<file path="src/hw/rtl/pbsb_pkg.sv">
// Shared constants, register codes and sideband type for the projected box
// screen bounds pipeline. No dependencies.
package pbsb_pkg;

  localparam int FRAC_BITS_DEF = 16;
  localparam int FOC_FRAC      = 16;
  localparam int SAT_LOG2      = 14;
  localparam int POS_W         = 48;
  localparam int RAD_W         = 47;
  localparam int CRD_W         = 49;
  localparam int FOC_W         = 32;
  localparam int SIZE_W        = 13;
  localparam int PIX_W         = 12;

  localparam logic [SIZE_W-1:0] MAX_SIZE   = 13'd4096;
  localparam logic [SIZE_W-1:0] WIDTH_RST  = 13'd1280;
  localparam logic [SIZE_W-1:0] HEIGHT_RST = 13'd720;
  localparam logic [FOC_W-1:0]  FOCAL_RST  = 32'd41943040;

  typedef enum logic [1:0] {
    REG_WIDTH  = 2'd0,
    REG_HEIGHT = 2'd1,
    REG_FOCAL  = 2'd2
  } pbsb_reg_e;

  typedef struct packed {
    logic       behind;
    logic [3:0] c_neg;
    logic [3:0] c_zero;
    logic [1:0] z_neg;
  } pbsb_side_t;

endpackage

</file>
<file path="src/hw/rtl/pbsb_back.sv">
// Back end: screen coordinates, min/max, culling, clipping and the output
// register. Five register stages. Depends on pbsb_pkg.
module pbsb_back
  import pbsb_pkg::*;
#(
  parameter int FRAC_BITS = FRAC_BITS_DEF,
  localparam int QB = FRAC_BITS + SAT_LOG2 + 1
) (
  input  logic              clk_i,
  input  logic              rst_ni,
  input  logic              en_i,
  input  logic              valid_i,
  input  pbsb_side_t        side_i,
  input  logic [QB-1:0]     quo_i [8],
  input  logic              sat_i [8],
  input  logic [SIZE_W-1:0] width_i,
  input  logic [SIZE_W-1:0] height_i,
  output logic              valid_o,
  output logic              visible_o,
  output logic [PIX_W-1:0]  rect_x_o,
  output logic [PIX_W-1:0]  rect_y_o,
  output logic [SIZE_W-1:0] rect_w_o,
  output logic [SIZE_W-1:0] rect_h_o
);

  localparam int SW = FRAC_BITS + SAT_LOG2 + 2;
  localparam logic [QB-1:0]        LIM   = QB'(1) << (FRAC_BITS + SAT_LOG2);
  localparam logic signed [SW-1:0] ONE   = SW'(1) << FRAC_BITS;
  localparam logic signed [SW-1:0] HALFQ = SW'(1) << (FRAC_BITS - 1);

  logic v1_q, v2_q, v3_q, v4_q, v5_q;

  logic signed [SW-1:0] wq, hq, wm1, hm1;
  assign wq  = SW'(width_i) << FRAC_BITS;
  assign hq  = SW'(height_i) << FRAC_BITS;
  assign wm1 = SW'(width_i - 13'd1) << FRAC_BITS;
  assign hm1 = SW'(height_i - 13'd1) << FRAC_BITS;

  logic signed [SW-1:0] sc_d [8];
  logic signed [SW-1:0] sc_q [8];
  logic                 behind1_q;
  logic [QB-1:0]        qm;
  logic signed [SW-1:0] mg, off, sz, hf;
  logic                 cn;

  always_comb begin
    qm  = '0;
    mg  = '0;
    off = '0;
    sz  = '0;
    hf  = '0;
    cn  = 1'b0;
    for (int k = 0; k < 8; k++) begin
      qm  = (sat_i[k] || (quo_i[k] > LIM)) ? LIM : quo_i[k];
      mg  = SW'(qm);
      cn  = side_i.c_neg[k>>1];
      off = side_i.c_zero[k>>1] ? '0 : (cn ? -mg : mg);
      sz  = (k < 4) ? wq : hq;
      hf  = SW'((k < 4) ? (width_i >> 1) : (height_i >> 1)) << FRAC_BITS;
      if (side_i.z_neg[k & 1]) begin
        sc_d[k] = cn ? -ONE : sz;
      end else begin
        sc_d[k] = hf + off;
      end
    end
  end

  always_ff @(posedge clk_i) begin
    if (en_i) begin
      sc_q      <= sc_d;
      behind1_q <= side_i.behind;
    end
  end

  logic signed [SW-1:0] mnx_d, mxx_d, mny_d, mxy_d;
  logic signed [SW-1:0] mnx_q, mxx_q, mny_q, mxy_q;
  logic                 behind2_q;

  always_comb begin
    mnx_d = sc_q[0];
    mxx_d = '0;
    mny_d = sc_q[4];
    mxy_d = '0;
    for (int i = 0; i < 4; i++) begin
      if (sc_q[i] < mnx_d) mnx_d = sc_q[i];
      if (sc_q[i] > mxx_d) mxx_d = sc_q[i];
      if (sc_q[i+4] < mny_d) mny_d = sc_q[i+4];
      if (sc_q[i+4] > mxy_d) mxy_d = sc_q[i+4];
    end
  end

  always_ff @(posedge clk_i) begin
    if (en_i) begin
      mnx_q     <= mnx_d;
      mxx_q     <= mxx_d;
      mny_q     <= mny_d;
      mxy_q     <= mxy_d;
      behind2_q <= behind1_q;
    end
  end

  logic                 cull3_d, cull3_q;
  logic signed [SW-1:0] mnx3_d, mxx3_d, mny3_d, mxy3_d;
  logic signed [SW-1:0] mnx3_q, mxx3_q, mny3_q, mxy3_q;

  always_comb begin
    cull3_d = behind2_q ||
              (mnx_q < 0 && mxx_q < 0) || (mnx_q > wq && mxx_q > wq) ||
              (mny_q < 0 && mxy_q < 0) || (mny_q > hq && mxy_q > hq);
    mnx3_d = mnx_q;
    if (mnx_q < 0) mnx3_d = '0;
    if (mnx3_d > wm1) mnx3_d = wm1;
    mny3_d = mny_q;
    if (mny_q < 0) mny3_d = '0;
    if (mny3_d > hm1) mny3_d = hm1;
    mxx3_d = (mxx_q > wq) ? wq : mxx_q;
    mxy3_d = (mxy_q > hq) ? hq : mxy_q;
  end

  always_ff @(posedge clk_i) begin
    if (en_i) begin
      cull3_q <= cull3_d;
      mnx3_q  <= mnx3_d;
      mxx3_q  <= mxx3_d;
      mny3_q  <= mny3_d;
      mxy3_q  <= mxy3_d;
    end
  end

  logic signed [SW-1:0] dx, dy, cwr, chr;
  logic                 cull4_q;
  logic [PIX_W-1:0]     rx4_q, ry4_q;
  logic [SIZE_W-1:0]    cw4_q, ch4_q;

  always_comb begin
    dx  = mxx3_q - mnx3_q;
    dy  = mxy3_q - mny3_q;
    cwr = (dx + ONE + ONE - SW'(1)) >>> FRAC_BITS;
    chr = (dy + ONE + ONE - SW'(1)) >>> FRAC_BITS;
  end

  always_ff @(posedge clk_i) begin
    if (en_i) begin
      cull4_q <= cull3_q || (dx < HALFQ) || (dy < HALFQ);
      rx4_q   <= mnx3_q[FRAC_BITS+PIX_W-1:FRAC_BITS];
      ry4_q   <= mny3_q[FRAC_BITS+PIX_W-1:FRAC_BITS];
      cw4_q   <= cwr[SIZE_W-1:0];
      ch4_q   <= chr[SIZE_W-1:0];
    end
  end

  logic [SIZE_W-1:0] wlim, hlim;
  assign wlim = width_i - {1'b0, rx4_q};
  assign hlim = height_i - {1'b0, ry4_q};

  always_ff @(posedge clk_i) begin
    if (en_i) begin
      visible_o <= ~cull4_q;
      rect_x_o  <= cull4_q ? '0 : rx4_q;
      rect_y_o  <= cull4_q ? '0 : ry4_q;
      rect_w_o  <= cull4_q ? '0 : ((cw4_q > wlim) ? wlim : cw4_q);
      rect_h_o  <= cull4_q ? '0 : ((ch4_q > hlim) ? hlim : ch4_q);
    end
  end

  always_ff @(posedge clk_i or negedge rst_ni) begin
    if (!rst_ni) begin
      v1_q <= 1'b0;
      v2_q <= 1'b0;
      v3_q <= 1'b0;
      v4_q <= 1'b0;
      v5_q <= 1'b0;
    end else if (en_i) begin
      v1_q <= valid_i;
      v2_q <= v1_q;
      v3_q <= v2_q;
      v4_q <= v3_q;
      v5_q <= v4_q;
    end
  end

  assign valid_o = v5_q;

endmodule

</file>
<file path="config.mk">
export PLATFORM = sky130hd
export DESIGN_NAME = pbsb_back
export DESIGN_NICKNAME = d
export VERILOG_FILES = /design/src/hw/rtl/pbsb_pkg.sv /design/src/hw/rtl/pbsb_back.sv
export SDC_FILE = /design/constraint.sdc
export NUM_CORES = 2
export LEC_CHECK = 0
export BUFFER_PORTS_ARGS = -buffer_cell sky130_fd_sc_hd__buf_4
export CAP_MARGIN = 25
export CORE_AREA = 2 2 307 339
export DETAILED_ROUTE_END_ITERATION = 8
export DIE_AREA = 0 0 309 341
export GPL_TIMING_DRIVEN = 0
export PLACE_DENSITY_LB_ADDON = 0.05
export SLEW_MARGIN = 20
export SYNTH_ARGS = -nofsm -noshare
export SYNTH_HDL_FRONTEND = slang
export SYNTH_SLANG_ARGS = --single-unit
</file>
<file path="constraint.sdc">
create_clock -name clk_i -period 9 [get_ports clk_i]
set_input_delay 2.25 -clock clk_i [delete_from_list [all_inputs] [get_ports clk_i]]
set_output_delay 2.25 -clock clk_i [all_outputs]
set_load 0.01 [all_outputs]
</file>
---- After elaboration in Yosys (flattened, before gate mapping) ----
Index checks and enable logic that the tools add are counted.
storage, ports and cells
  bits in registers ....................... 622
  output and inout port bits .............. 52
  input port bits ......................... 297
  word-level logic and storage cells ...... 179
cells by class
  reductions and logical operators ........ 18
  $lt $le $gt $ge ......................... 36
  add/subtract/negate cells ............... 28
  multiplexer cells ....................... 58
  bitwise logic cells ..................... 1
operators with widths
  kind                                                  count
  2-to-1 mux 32 bit                                     46
  adder 29 x 32 -> 32 bit                               8
  negation 31 -> 32 bit                                 8
  > comparator 31 bit, second input constant            8
  2-to-1 mux 31 bit                                     8
  > comparator 32 x 30 -> 1 bit                         6
  > comparator 32 bit                                   6
  < comparator 32 bit                                   6
  < comparator 32 x 1 -> 1 bit, second input constant   4
  adder 29 x 18 -> 29 bit, second input constant        4
  > comparator 32 x 1 -> 1 bit, second input constant   2
  < comparator 32 x 17 -> 1 bit, second input constant  2
  subtractor 32 bit                                     2
  2-to-1 mux 29 bit                                     2
  subtractor 29 x 2 -> 29 bit, second input constant    2
  subtractor 13 x 1 -> 14 bit, second input constant    2
  > comparator 13 bit                                   2
  2-to-1 mux 13 bit                                     2
  subtractor 13 x 12 -> 13 bit                          2
  logical OR 1 bit                                      14
  logical AND 1 bit                                     4
  inverter 1 bit                                        1

---- Depth between registers and ports, before layout ----
  word-level depth ........................ 8
  depth in mapped cells ................... 47
  mapped depth without buffers ............ 39

---- Least setup slack after synthesis ----
No wires, ideal clock.
  kind .................................... reg-to-reg
  from .................................... register sc_q[118] (netlist name)
  to ...................................... register mxy_q[0], data pin
  buffers on the path ..................... 7
  cell stages (with the launch flop) ...... 45
  arrival ................................. 8.860 ns
  path slack .............................. -0.126 ns
  data required time ...................... 8.734 ns
  library setup time ...................... 0.266 ns
  period minus slack after synthesis ...... 9.126 ns
  path through ............................ edfxtp_1 nor4_1 nand4_1 o21a_1 clkbuf_1 buf_1 nand2_1 ha_1 and4_1 and2_1 a221o_1 o21a_1 nor2_1 nor2_1 a211oi_1 clkbuf_1 clkbuf_1 nand2_1 [... 9 more ...] a21oi_1 buf_2 nor3b_1 or2_2 ha_1 nor2b_1 o21a_1 o21a_1 o21a_1 o21a_1 o21ai_0 a21boi_0 or3_1 and3_1 buf_1 clkbuf_1 nand2_1 o31ai_1
on the way
  word-level cells in the longest chain between the ends .. 8
ends and longest elaborated chain
  item                          RTL line         RTL
  start: declaration            pbsb_back.sv:40  logic signed [SW-1:0] sc_q [8];
  start signal: assignment      pbsb_back.sv:70  sc_q <= sc_d;
  > comparator 32 x 1 -> 1 bit  pbsb_back.sv:88  if (sc_q[i+4] > mxy_d) mxy_d = sc_q[i+4];
  2-to-1 mux 32 bit (*)         pbsb_back.sv:88
  > comparator 32 bit           pbsb_back.sv:88
  2-to-1 mux 32 bit (*)         pbsb_back.sv:88
  > comparator 32 bit           pbsb_back.sv:88
  2-to-1 mux 32 bit (*)         pbsb_back.sv:88
  > comparator 32 bit           pbsb_back.sv:88
  2-to-1 mux 32 bit (*)         pbsb_back.sv:88
  named net mxy_d[0]            pbsb_back.sv:75  logic signed [SW-1:0] mnx_d, mxx_d, mny_d, mxy_d;
  end signal: assignment        pbsb_back.sv:97  mxy_q <= mxy_d;
  end: declaration              pbsb_back.sv:76  logic signed [SW-1:0] mnx_q, mxx_q, mny_q, mxy_q;
Mark *: on every way through the listed nets, which the timed path passes. The rest lies on a longest branch.
A chain may end at the register's enable or synchronous reset.

---- Worst setup path after layout ----
  from .................................... register sc_q[122] (netlist name)
  to ...................................... register mxy_q[5], data pin
Same word-level chain as after synthesis.

==> summary.md <==
| Metric | Value |
|---|---|
| Hold Path End | behind2_q$_DFFE_PP_ |
| Critical Path Start | sc_q[122]$_DFFE_PP_ |
| Largest cells by area after synthesis | edfxtp_1 32%, ha_1 15%, a21oi_1 4.2% |
| Area growth syn-to-layout | 19.7% |
| Sw power | 0.00765 W |
| Largest area contributor in the netlist | edfxtp_1 |
| CP max stage cell | or4_4 |
| Drt wl/cell | 24.1 µm |
| Seq cells post-synth | around 620 |
| # nets final | between 8000 and 9000 |
| Mux contribution to synthesized area | approximately 4.2% |
| Final Hold Vio Count | 0 |
| Placed cells | 8327 |
| Sw frac | 43.1% |
| Hold depth | 0 |
| Number of remaining DRC errors | 0 |
| Placer Congestion | 1.00 |
| Number of synthesis warnings | 0 |
| RSZ-0062 raised after global routing | true |
| Crit-path max FO | 10 |
| TritonCTS clock tree | done |
| Final period util | 101% |
| Synth async-reset ratio | 0.804% |
| R2r endpoint | mxy_q[5]$_DFFE_PP_ |
| Syn_area_per_cell | 8.74 µm² |
| Area share of the leading cell type in the synthesized netlist | approximately a third |
| Largest family of logic cells by synthesized area | compound AO/OA/AOI/OAI gates |
| Comb pwr share | 57.4% |
| Slew of the pin with the lowest slew margin | between 1 and 1.5 ns |
| Reg-to-Reg Start | sc_q[122]$_DFFE_PP_ |
| Clock Path Buffers | 3 |
| Clk Latency, worst-skew pair | between 0.6 and 0.7 ns |
| Synth Area in Compound Gates | approximately a fifth |
| Worst path max stage delay | between 0.5 and 0.6 ns |
| Flop pwr share | 26.4% |
| Seq/Total Area, Yosys | about 32% |
| Fmax | approximately 110 MHz |
| EDFF count, synth | between 600 and 700 |
| 1st-iter DRT viols | ~6400 |
| Hold path startpoint | behind1_q$_DFFE_PP_ |
| Most used cell, CP | o21a_1 |
| Ys flop type | edfxtp_1 |
| Simple-Gate Fraction of Synth Area | between 10% and 20% |
| Congestion Overflow GR | 0 |
| Slew Viols, Final | 0 |
| Tmin final | between 9 and 10 ns |
| Syn Inst Count | approximately 6600 |
| DRT Pass-1 Iters | 6 |
| Worst setup EP type | register |
| Flop-to-flop setup slack | -0.13 ns |
| Final hold slack | about 0.43 ns |
| Outcome | finished, violations left |
| Adder-cell share of the synthesized area | about 15% |
| Count of final setup violators | 35 |
| CP Launch Type | register |
| Cell area after synthesis | 57600 µm² |
| CP Class | register to register |
| Share of layout cells above drive strength 1 | 16.2% |
| Die Ht | between 300 and 400 µm |
| Post-route insts no fill | approximately 8600 |
| Post-DP HPWL | 165 mm |
| Area of the multi-input gates | 38600 µm² |
| # IOs | between 300 and 400 |
| Htree depth | 3 |
| Die area | approximately 110000 µm² |
| Static Leak | slightly below 30 nW |
| Initial antenna violation count | 8 |
| Largest net degree at the start of global routing | 109 |
| GR Util All Layers | between 30% and 40% |
| Worst-path clk slew | approximately 0.070 ns |
| Initial Util | between 50% and 60% |
| Pwr dens | around 260 nW/µm² |
| Core area | 102000 µm² |
| Die width | between 300 and 400 µm |
| Clock sinks | a little over 600 |
| Netlist cell types | 93 |
| Failing checks | negative setup slack |
| Root Buffer | clkbuf_16 |
| Maximum VDD drop | ~0.00016 V |
| Total routed wirelength | 207 mm |
| IO Port Bufs | around 350 |
| Clk pwr share | ~16% |
| Number of global-route vias before repair | 51600 |
| R2R depth | just over 40 |
| Min-delay worst type | register to register |
| Fillers | 8242 |
| Data arrival time of the worst path | 9.50 ns |
| Post-Synth XOR/XNOR Area | under 10% |
| First-pass GRT wire length | about 300 mm |
| Slew headroom | roughly 17% |
| Vias per cell | approximately 6.4 |
| Req. time, crit path | between 9 and 10 ns |
| Internal power | 0.0101 W |
| Rows | 123 |
| Maxcap violations | 0 |
| Register Area | ~19000 µm² |
| Max Clock Skew | around 0.035 ns |
| DRT antenna net count | 0 |
| Total CTS buffers | 69 |
| Final setup margin | -0.131 ns |
| DR vias | about 55000 |
| Setup TNS | -2.89 ns |
synth_stat cells (11+ instances only):
cell,instances
a2111oi_0,18
a211o_1,16
a211oi_1,43
a21boi_0,38
a21o_1,166
a21oi_1,488
a311oi_1,18
a31oi_1,64
and2_1,72
and3_1,33
and4_1,18
buf_1,30
buf_2,21
clkbuf_1,213
edfxtp_1,617
fa_1,12
ha_1,672
inv_1,516
mux2_2,42
mux2i_1,197
nand2_1,563
nand2b_1,90
nand3_1,118
nand3b_1,12
nand4_1,115
nor2_1,448
nor2b_1,103
nor3_1,190
nor3b_1,19
nor4_1,132
o2111a_1,11
o2111ai_1,14
o211ai_1,25
o21a_1,93
o21ai_0,485
o21bai_1,25
o31a_1,23
o31ai_1,160
o41ai_1,19
or2_1,43
or2_2,79
or3_1,43
or4_1,41
xnor2_1,169
xor2_1,139
final cells by class:
cell class / instances / area share (%)
tap: 1375 / 2.49
sequential: 622 / 27.0
inverter: 517 / 2.81
antenna: 9 / 0.0327
timing repair buffer: 493 / 5.92
clock inverter: 49 / 0.791
buffer: 269 / 2.36
multi-input combinational: 5183 / 56.0
clock buffer: 77 / 2.55
layout by cell type (no fill, tap or decap), drive strengths merged, types with 19 or more instances in the layout:
cell type / count
ha: 672
edfxtp: 617
nand2: 563
buf: 561
inv: 521
a21oi: 489
o21ai: 488
nor2: 449
clkbuf: 278
mux2i: 197
nor3: 192
xnor2: 169
a21o: 166
o31ai: 160
xor2: 139
nor4: 133
or2: 123
nand3: 119
nand4: 115
nor2b: 103
o21a: 93
nand2b: 90
and2: 72
a31oi: 64
or3: 43
a211oi: 43
or4: 43
mux2: 42
a21boi: 38
and3: 34
clkinv: 31
o211ai: 25
o21bai: 25
o31a: 23
a2111oi: 20
o41ai: 19
nor3b: 19
worst max-delay path: cells and delay by family (launching register included):
| kind | cells | cell delay [ns] |
|---|---|---|
| adders and majority gates | 3 | 0.81 |
| and+or+nand+nor | 11 | 2.33 |
| DFF | 1 | 0.43 |
| AOI/OAI and AO/OA | 19 | 3.95 |
| buffers and inverters | 8 | 1.29 |
sequential cells by signal, indices dropped and copies added (netlist names), 12 cells and up:
register  cells
rect_x_o     12
cw4_q        13
mny_q        32
mxy_q        32
mxx_q        32
mxy3_q       32
mnx_q        32
rect_w_o     13
mny3_q       32
rect_h_o     13
mnx3_q       32
mxx3_q       32
sc_q        256
ry4_q        12
ch4_q        13
rect_y_o     12
rx4_q        12
repair_timing:
item / in CTS / in global routing
setup endpoints to repair: 128 / 131
gates resized for setup: 347 / 433
pin swaps: 35 / 98
gates cloned: 8 / 10
hold buffers: 0 / 0
setup buffers: 48 / 66
power groups by stage:
stage | clock network, W | logic (W) | registers (W)
final | 0.00289 | 0.0102 | 0.00469
after global routing | 0.00302 | 0.0111 | 0.00475
after CTS | 0.00291 | 0.00916 | 0.00465
after detailed placement | 0 | 0.00855 | 0.00471
after global placement | 0 | 0.00831 | 0.00472
after floorplan | 0 | 0.00617 | 0.00452
cell families (layout without fill, tap and decap cells):
kind of cell / after synthesis / after routing
and+or+nand+nor: 2157 / 2158
AOI/OAI and AO/OA: 1792 / 1792
buffers and inverters: 790 / 1405
adders and majority gates: 684 / 684
DFF: 622 / 622
xor gates and xnor gates: 308 / 308
muxes: 239 / 239
other: 1 / 11
worst max-delay path by stage:
stage,slack [ns],endpoint
after floorplan,0.02,mxy_q[0]$_DFFE_PP_
after global placement,-2.50,mxy_q[30]$_DFFE_PP_
after detailed placement,-2.63,mxy_q[30]$_DFFE_PP_
after CTS,0.0003,mnx_q[3]$_DFFE_PP_
after global routing,-0.39,mxy_q[5]$_DFFE_PP_
final,-0.13,mxy_q[5]$_DFFE_PP_
layer usage:
layer	vias to the layer above	part of all wire, %	track usage [%]
li1	25500	-	-
met1	25800	41	51.1
met2	2898	44	57.9
met3	504	10	7.55
met4	2	4.8	15.1
met5	-	0.0048	0
metrics by stage:
step	setup WS [ns]	total power (W)	util, %	area, µm²
finish	-0.131	0.0178	67.7	69000
global route	-0.395	0.0188	67.7	68900
CTS	0.000282	0.0167	64.9	66200
detailed placement	-2.63	0.0133	61.0	62100
global placement	-2.50	0.0130	60.8	61900
floorplan	0.0156	0.0107	-	57600
Power figures use the tool's default switching activity.
